--- config.mk ---
export PLATFORM = sky130hd
export DESIGN_NAME = life_grid_generation_step_top
export DESIGN_NICKNAME = d
export VERILOG_FILES = /design/src/lgs_pkg.sv /design/src/lgs_row_mem.sv /design/src/lgs_row_rule.sv /design/src/lgs_seq.sv /design/src/life_grid_generation_step_top.sv
export SDC_FILE = /design/constraint.sdc
export NUM_CORES = 2
export LEC_CHECK = 0
export BUFFER_PORTS_ARGS = -buffer_cell sky130_fd_sc_hd__buf_2
export CAP_MARGIN = 15
export CORE_MARGIN = 2
export CORE_UTILIZATION = 25
export CTS_CLUSTER_DIAMETER = 60
export CTS_CLUSTER_SIZE = 30
export DETAILED_ROUTE_END_ITERATION = 8
export PLACE_DENSITY = 0.45
export REMOVE_ABC_BUFFERS = 1
export SETUP_SLACK_MARGIN = 0.5
export SLEW_MARGIN = 20
export SYNTH_ARGS = -nofsm -noshare
export SYNTH_HDL_FRONTEND = slang
export SYNTH_HIERARCHICAL = 1
export SYNTH_SLANG_ARGS = --single-unit
--- constraint.sdc ---
create_clock -name clock -period 9.45 [get_ports clock]
set_clock_uncertainty 0.05 [all_clocks]
set_input_delay 0.4725 -clock clock [delete_from_list [all_inputs] [get_ports clock]]
set_output_delay 0.4725 -clock clock [all_outputs]
set_load 0.01 [all_outputs]
--- src/lgs_pkg.sv ---
// Shared types and constants for the life grid generation step block.
package lgs_pkg;

   localparam int ROW_W = 5;
   localparam int COL_W = 6;

   localparam logic [1:0] ACT_WRITE   = 2'd0;
   localparam logic [1:0] ACT_READ    = 2'd1;
   localparam logic [1:0] ACT_ADVANCE = 2'd2;

   typedef enum logic [2:0] {
      ST_CLEAR,
      ST_IDLE,
      ST_CELL,
      ST_SWEEP,
      ST_DRAIN
   } lgs_state_type;

   typedef struct packed {
      logic [1:0]       action;
      logic [ROW_W-1:0] row;
      logic [COL_W-1:0] column;
      logic             value;
   } lgs_req_type;

   typedef struct packed {
      logic cell_value;
      logic generation_done;
   } lgs_rsp_type;

   typedef struct packed {
      logic        valid;
      lgs_rsp_type rsp;
   } lgs_done_type;

   typedef struct packed {
      logic wr_en;
      logic rd_en;
   } lgs_mem_ctl_type;

endpackage

--- src/lgs_row_mem.sv ---
// Grid row memory with one write port and one registered read port.
module lgs_row_mem
   import lgs_pkg::*;
#(
   parameter int DEPTH = 32,
   parameter int WIDTH = 64
) (
   input  logic                     clock,
   input  lgs_mem_ctl_type          ctl,
   input  logic [$clog2(DEPTH)-1:0] wr_addr,
   input  logic [WIDTH-1:0]         wr_data,
   input  logic [$clog2(DEPTH)-1:0] rd_addr,
   output logic [WIDTH-1:0]         rd_data
);

   logic [WIDTH-1:0] row_mem_ff [DEPTH];
   logic [WIDTH-1:0] rd_data_ff;

   always_ff @(posedge clock) begin
      if (ctl.wr_en) begin
         row_mem_ff[wr_addr] <= wr_data;
      end
      if (ctl.rd_en) begin
         rd_data_ff <= row_mem_ff[rd_addr];
      end
   end

   assign rd_data = rd_data_ff;

endmodule

--- src/lgs_row_rule.sv ---
// Next-generation logic for one grid row from the old rows above, at and below it.
module lgs_row_rule
   import lgs_pkg::*;
#(
   parameter int WIDTH = 64
) (
   input  logic [WIDTH-1:0] above,
   input  logic [WIDTH-1:0] mid,
   input  logic [WIDTH-1:0] below,
   output logic [WIDTH-1:0] next_row
);

   localparam logic [3:0] BIRTH_COUNT   = 4'd3;
   localparam logic [3:0] SURVIVE_COUNT = 4'd2;

   always_comb begin
      logic [3:0] nbr_cnt;
      nbr_cnt  = '0;
      next_row = mid;
      for (int c = 1; c < WIDTH - 1; c++) begin
         nbr_cnt = 4'(above[c-1]) + 4'(above[c]) + 4'(above[c+1])
                 + 4'(mid[c-1]) + 4'(mid[c+1])
                 + 4'(below[c-1]) + 4'(below[c]) + 4'(below[c+1]);
         if (mid[c]) begin
            next_row[c] = (nbr_cnt == SURVIVE_COUNT) || (nbr_cnt == BIRTH_COUNT);
         end else begin
            next_row[c] = (nbr_cnt == BIRTH_COUNT);
         end
      end
   end

endmodule

--- src/lgs_seq.sv ---
// Sequencer that clears, reads, writes and sweeps the grid memory row by row.
module lgs_seq
   import lgs_pkg::*;
#(
   parameter int GRID_HEIGHT = 32,
   parameter int GRID_WIDTH  = 64
) (
   input  logic                           clock,
   input  logic                           reset,
   input  logic                           req_accept,
   input  lgs_req_type                    req,
   input  logic [GRID_WIDTH-1:0]          rd_data,
   input  logic [GRID_WIDTH-1:0]          rule_next,
   output logic                           idle,
   output lgs_mem_ctl_type                mem_ctl,
   output logic [$clog2(GRID_HEIGHT)-1:0] rd_addr,
   output logic [$clog2(GRID_HEIGHT)-1:0] wr_addr,
   output logic [GRID_WIDTH-1:0]          wr_data,
   output logic [GRID_WIDTH-1:0]          rule_above,
   output logic [GRID_WIDTH-1:0]          rule_mid,
   output lgs_done_type                   done
);

   localparam int AW = $clog2(GRID_HEIGHT);
   localparam int CW = $clog2(GRID_WIDTH);
   localparam logic [AW-1:0] LAST_ROW = AW'(GRID_HEIGHT - 1);

   lgs_state_type   state_ff, state_in;
   logic [AW-1:0]   cnt_ff, cnt_in;
   logic            pend_ff;
   logic [AW-1:0]   pend_row_ff;
   logic [GRID_WIDTH-1:0] up_ff, mid_ff;
   logic [1:0]      act_ff;
   logic [AW-1:0]   addr_ff;
   logic [CW-1:0]   col_ff;
   logic            val_ff;
   logic            inside_ff;

   logic [AW-1:0]   req_addr;
   logic            req_inside;
   logic            req_cell;
   logic            pend_wr;
   logic [GRID_WIDTH-1:0] cell_word;

   assign req_addr   = AW'(req.row);
   assign req_inside = (32'(req.row) < 32'(GRID_HEIGHT))
                    && (32'(req.column) < 32'(GRID_WIDTH));
   assign req_cell   = (req.action == ACT_READ) || (req.action == ACT_WRITE);
   assign pend_wr    = pend_ff && (pend_row_ff >= AW'(2));

   always_comb begin
      cell_word         = rd_data;
      cell_word[col_ff] = val_ff;
   end

   assign idle       = (state_ff == ST_IDLE);
   assign rule_above = up_ff;
   assign rule_mid   = mid_ff;

   always_comb begin
      state_in = state_ff;
      cnt_in   = cnt_ff;
      unique case (state_ff)
         ST_CLEAR: begin
            cnt_in = cnt_ff + AW'(1);
            if (cnt_ff == LAST_ROW) begin
               cnt_in   = '0;
               state_in = ST_IDLE;
            end
         end
         ST_IDLE: begin
            cnt_in = '0;
            if (req_accept) begin
               if (req.action == ACT_ADVANCE) begin
                  state_in = ST_SWEEP;
               end else if (req_cell) begin
                  state_in = ST_CELL;
               end
            end
         end
         ST_CELL: begin
            state_in = ST_IDLE;
         end
         ST_SWEEP: begin
            cnt_in = cnt_ff + AW'(1);
            if (cnt_ff == LAST_ROW) begin
               cnt_in   = '0;
               state_in = ST_DRAIN;
            end
         end
         ST_DRAIN: begin
            state_in = ST_IDLE;
         end
         default: begin
            state_in = ST_IDLE;
         end
      endcase
   end

   always_comb begin
      mem_ctl = '0;
      rd_addr = cnt_ff;
      wr_addr = cnt_ff;
      wr_data = '0;
      done    = '0;
      unique case (state_ff)
         ST_CLEAR: begin
            mem_ctl.wr_en = 1'b1;
         end
         ST_IDLE: begin
            rd_addr       = req_addr;
            mem_ctl.rd_en = req_accept && req_cell && req_inside;
            done.valid    = req_accept && !req_cell && (req.action != ACT_ADVANCE);
         end
         ST_CELL: begin
            mem_ctl.wr_en = (act_ff == ACT_WRITE) && inside_ff;
            wr_addr       = addr_ff;
            wr_data       = cell_word;
            done.valid    = 1'b1;
            done.rsp.cell_value = (act_ff == ACT_READ) && inside_ff && rd_data[col_ff];
         end
         ST_SWEEP: begin
            mem_ctl.rd_en = 1'b1;
            mem_ctl.wr_en = pend_wr;
            wr_addr       = pend_row_ff - AW'(1);
            wr_data       = rule_next;
         end
         ST_DRAIN: begin
            mem_ctl.wr_en = pend_wr;
            wr_addr       = pend_row_ff - AW'(1);
            wr_data       = rule_next;
            done.valid    = 1'b1;
            done.rsp.generation_done = 1'b1;
         end
         default: begin
            mem_ctl = '0;
         end
      endcase
   end

   always_ff @(posedge clock) begin
      if (reset) begin
         state_ff <= ST_CLEAR;
         cnt_ff   <= '0;
         pend_ff  <= 1'b0;
      end else begin
         state_ff <= state_in;
         cnt_ff   <= cnt_in;
         pend_ff  <= (state_ff == ST_SWEEP);
      end
   end

   always_ff @(posedge clock) begin
      pend_row_ff <= cnt_ff;
      if (pend_ff) begin
         up_ff  <= mid_ff;
         mid_ff <= rd_data;
      end
      if (req_accept) begin
         act_ff    <= req.action;
         addr_ff   <= req_addr;
         col_ff    <= CW'(req.column);
         val_ff    <= req.value;
         inside_ff <= req_inside;
      end
   end

   a_wr_behind_rd: assert property (@(posedge clock) disable iff (reset)
      (mem_ctl.wr_en && mem_ctl.rd_en) |-> (wr_addr != rd_addr))
      else $error("Sweep wrote the row it is reading.");

   a_drain_last: assert property (@(posedge clock) disable iff (reset)
      (state_ff == ST_DRAIN) |-> (pend_ff && (pend_row_ff == LAST_ROW)))
      else $error("Sweep ended before the last row arrived.");

   a_done_state: assert property (@(posedge clock) disable iff (reset)
      done.valid |-> ((state_ff != ST_SWEEP) && (state_ff != ST_CLEAR)))
      else $error("Result issued in the middle of a sweep or clear.");

   a_gen_done: assert property (@(posedge clock) disable iff (reset)
      done.rsp.generation_done |-> (done.valid && $past(state_ff) == ST_SWEEP))
      else $error("Generation reported without a full sweep.");

endmodule

--- src/life_grid_generation_step_top.sv ---
// Top level of the life grid generation step block with its response register.
//
// The grid is kept one row per memory word in a single memory with one read
// and one write port. After reset a clearing pass writes every row dead,
// during which no word is accepted. A read or write word first reads its row,
// then the bit is returned or written back; an unused action code is answered
// without a memory access. An advance reads one row per cycle through the read
// port while the new row lagging two rows behind is written, and a final drain
// step writes the last new row. A new word is accepted once the previous one
// is finished and the response register is free or being emptied.
module life_grid_generation_step_top
   import lgs_pkg::*;
#(
   parameter int GRID_HEIGHT = 32,
   parameter int GRID_WIDTH  = 64
) (
   input  logic        clock,
   input  logic        reset,
   input  logic        req_valid,
   output logic        req_ready,
   input  lgs_req_type req_data,
   output logic        rsp_valid,
   input  logic        rsp_ready,
   output lgs_rsp_type rsp_data
);

   localparam int AW = $clog2(GRID_HEIGHT);

   logic                  seq_idle;
   logic                  req_accept;
   lgs_mem_ctl_type       mem_ctl;
   logic [AW-1:0]         rd_addr, wr_addr;
   logic [GRID_WIDTH-1:0] wr_data, rd_data;
   logic [GRID_WIDTH-1:0] rule_above, rule_mid, rule_next;
   lgs_done_type          done;

   logic                  rsp_valid_ff, rsp_valid_in;
   lgs_rsp_type           rsp_data_ff;

   assign req_ready  = seq_idle && (!rsp_valid_ff || rsp_ready);
   assign req_accept = req_valid && req_ready;

   lgs_seq #(
      .GRID_HEIGHT(GRID_HEIGHT),
      .GRID_WIDTH (GRID_WIDTH)
   ) u_seq (
      .clock     (clock),
      .reset     (reset),
      .req_accept(req_accept),
      .req       (req_data),
      .rd_data   (rd_data),
      .rule_next (rule_next),
      .idle      (seq_idle),
      .mem_ctl   (mem_ctl),
      .rd_addr   (rd_addr),
      .wr_addr   (wr_addr),
      .wr_data   (wr_data),
      .rule_above(rule_above),
      .rule_mid  (rule_mid),
      .done      (done)
   );

   lgs_row_mem #(
      .DEPTH(GRID_HEIGHT),
      .WIDTH(GRID_WIDTH)
   ) u_mem (
      .clock  (clock),
      .ctl    (mem_ctl),
      .wr_addr(wr_addr),
      .wr_data(wr_data),
      .rd_addr(rd_addr),
      .rd_data(rd_data)
   );

   lgs_row_rule #(
      .WIDTH(GRID_WIDTH)
   ) u_rule (
      .above   (rule_above),
      .mid     (rule_mid),
      .below   (rd_data),
      .next_row(rule_next)
   );

   always_comb begin
      rsp_valid_in = rsp_valid_ff && !rsp_ready;
      if (done.valid) begin
         rsp_valid_in = 1'b1;
      end
   end

   always_ff @(posedge clock) begin
      if (reset) begin
         rsp_valid_ff <= 1'b0;
      end else begin
         rsp_valid_ff <= rsp_valid_in;
      end
   end

   always_ff @(posedge clock) begin
      if (done.valid) begin
         rsp_data_ff <= done.rsp;
      end
   end

   assign rsp_valid = rsp_valid_ff;
   assign rsp_data  = rsp_data_ff;

endmodule

==> summary.txt <==
Status
  – Status: finished clean

Timing
  – Final hold violation count: 0
  – Relative slew slack: 0.245
  – Final Max Slew Viols: 0
  – Worst Tran Pin Value: roughly 1100 ps
  – Fmax: 194 MHz
  – RSZ-0062 raised after global routing: no
  – Final worst path period share: 0.544
  – Total negative slack: 0 ps
  – Final setup fails: 0
  – Setup ws final: 4310 ps
  – Fin crit period: 5140 ps

Clock network
  – Hold-fix buffers, CTS: 17
  – Worst skew pair latency: 890 ps
  – CTS Sinks: approximately 2,300
  – Post CTS Setup Buffer Count: 0
  – Root Buffer: clkbuf_16
  – CTS tree: done
  – Clock slew at reported path FFs: 70 ps
  – Post-CTS resize count: 0
  – Num CTS Buffers: 194
  – Max H-tree Level: 4
  – Clock Tree Buf Depth: 4

Routing
  – Number of remaining DRC errors: 0
  – Initial DRC Count: 4,477
  – First-pass DRT Iterations: 5
  – Via/cell ratio: 4.60
  – Routed vias: 48,100
  – Final WL: 283,000 um
  – Avg WL per Cell: 27.1 um
  – Post-route ant nets: 0

Synth
  – Synth Flop Type: edfxtp_1
  – Area contributors post-synth: edfxtp_1, mux4_2, fa_1, ha_1, inv_1
  – Yosys Warn Count: 6
  – Post-synth EDFFs: between 2,000 and 2,500
  – Synthesized area per cell: between 15 and 20 um2
  – Cell taking the most area after synthesis: edfxtp_1
  – Async set or reset register ratio after synthesis: 0
  – Register area share after synthesis: 0.697
  – Syn Std Cell Area: 97,700 um2
  – Top cells by count, synth: edfxtp_1, mux4_2, inv_1, fa_1, ha_1
  – Top-count cell post-synth: edfxtp_1
  – Yosys cell types: 56
  – Synth top area share: 0.694
  – Seq cells post-synth: 2,271
  – Syn Inst Count: roughly 4,900

Final layout
  – Multi-input gate area: 27,800 um2
  – Area Overhead vs Synth: 15.3%
  – Layout cell share with drive strength beyond 1: 0.246
  – Fin nets: 5,549
  – # fillers: 38,200
  – Register area: 68,000 um2
  – Post-route design area: 113,000 um2

Place
  – Port Buf Inserts: 21
  – GPL Wtd Cong: about 0.75
  – DP HPWL: 160,000 um
  – Dpl ws: 4320 ps
  – DP Area: 105,000 um2

GRT
  – Antenna violations before repair: 11
  – Vias in the first global route: 50,500
  – Gr ovfl total: 0
  – Total GRT Usage: 0.141
  – Largest net degree at the start of global routing: 92
  – First-pass GRT wire length: 396,000 um

Min path
  – WHS Path Cells: 3
  – HP Class: in2reg

Power
  – Pwr/cell area: 183 nW/um2
  – Leak: approximately 35 nW
  – Power Total: between 20 and 25 mW
  – Maximum vdd drop: 0.136 mV

Floorplanning
  – Core area: 389,000 um2
  – Die Area: 396,000 um2
  – Starting Density: 0.251
  – Die height: 629 um
  – IO Count: 22
  – Die W: 629 um
  – Standard-cell rows: 229

Setup path
  – Critical Path Sink Type: flip-flop
  – Critical Path AT: 5560 ps
  – Critical path class: reg2reg
  – Worst Path Required: between 9000 and 10,000 ps
  – Worst-path fanout max: 65
  – CP Launch Type: flip-flop
  – R2R cell count: 10

Flow run
  – Max-Cap Viols: 0
==> kinds of logic (layout without fill, tap and decap cells) <==
family	count (synthesis)	after routing	share of synthesized area
other cells	0	2	0
fa+ha+maj	438	438	0.0752
buf+inv	642	976	0.0267
xor+xnor	6	6	0.000538
flops	2271	2271	0.697
mux	814	814	0.162
simple gates	402	402	0.0197
compound gates	337	337	0.0194
==> final timing paths <==
check               startpoint                       to  slack [ps]
max          u_seq/state_ff[0]  u_mem/row_mem_ff[14][5]        4310
min                  req_valid             u_seq/val_ff         250
max reg2reg  u_seq/state_ff[0]  u_mem/row_mem_ff[14][5]        4310
min reg2reg    u_seq/cnt_ff[3]     u_seq/pend_row_ff[3]         370
==> state kept, by name, summed over array words and instances, names as in the netlist, 2 cells and up <==
name               cells
u_mem/rd_data         64
u_seq/rule_mid        64
u_seq/rule_above      64
u_seq/pend_row_ff      5
u_seq/cnt_ff           5
u_seq/col_ff           6
u_seq/state_ff         3
u_seq/addr_ff          5
u_mem/row_mem_ff    2048
u_seq/act_ff           2
rsp_data               2
==> final cells by class <==
class / count / share of cell area
Sequential cell: 2271 / 0.604
Multi-Input combinational cell: 1997 / 0.247
Tap cell: 5197 / 0.0577
Clock buffer: 201 / 0.0437
Clock inverter: 146 / 0.0175
Timing Repair Buffer: 186 / 0.0156
Inverter: 443 / 0.0148
Antenna cell: 2 / 0.0000444
==> power by group <==
part,internal [mW],total [mW],switching (mW)
Clock,4.50,8.72,4.21
Combinational,0.368,0.822,0.455
Sequential,11.0,11.0,0.0252
Total,15.9,20.6,4.69
==> per-stage QoR <==
step / instances / util / hold slack [ps]
detailed placement: 10100 / 0.271 / 405
CTS: 10400 / 0.289 / 202
floorplan: 4711 / - / 326
finish: 10400 / 0.290 / 254
global route: 10400 / 0.290 / 235
global placement: 10100 / 0.271 / 414
==> critical path, cell delays in order, from the launching register on <==
cell and delay, ps:
dfxtp_1 450, nor2b_1 250, nand2_1 170, nand2_4 120, buf_4 550, nor2_1 230
a221o_1 390, nand3b_1 690, nor2_4 310, buf_4 540, buf_4 910
==> metal layers <==
metal / track usage / vias to the layer above / wire length (um)
li1: - / 19800 / -
met1: 0.198 / 26800 / 127000
met2: 0.235 / 1159 / 136000
met3: 0.0153 / 295 / 14100
met4: 0.0285 / 0 / 5170
met5: 0 / - / 0
==> cell usage in the layout (no fill, tap or decap), types with 12 or more instances in the layout <==
| cell | instances |
|---|---|
| buf_4 | 119 |
| a21oi_1 | 130 |
| nor2_4 | 32 |
| bufinv_16 | 17 |
| inv_6 | 26 |
| a22oi_1 | 17 |
| dfxtp_1 | 14 |
| nand3_1 | 71 |
| mux4_2 | 604 |
| clkbuf_16 | 196 |
| o21ai_0 | 74 |
| buf_12 | 28 |
| nor2_1 | 53 |
| nand2_1 | 123 |
| or2_1 | 27 |
| o21ai_2 | 32 |
| clkinv_8 | 24 |
| ha_1 | 190 |
| o21ai_4 | 28 |
| nor2b_1 | 13 |
| edfxtp_1 | 2256 |
| inv_8 | 19 |
| a221oi_1 | 12 |
| or2_0 | 35 |
| mux2i_1 | 130 |
| inv_1 | 440 |
| fa_1 | 248 |
| mux2_2 | 75 |
| dlygate4sd3_1 | 17 |
| buf_2 | 21 |
Note: power is estimated with default switching activity, not from simulation.
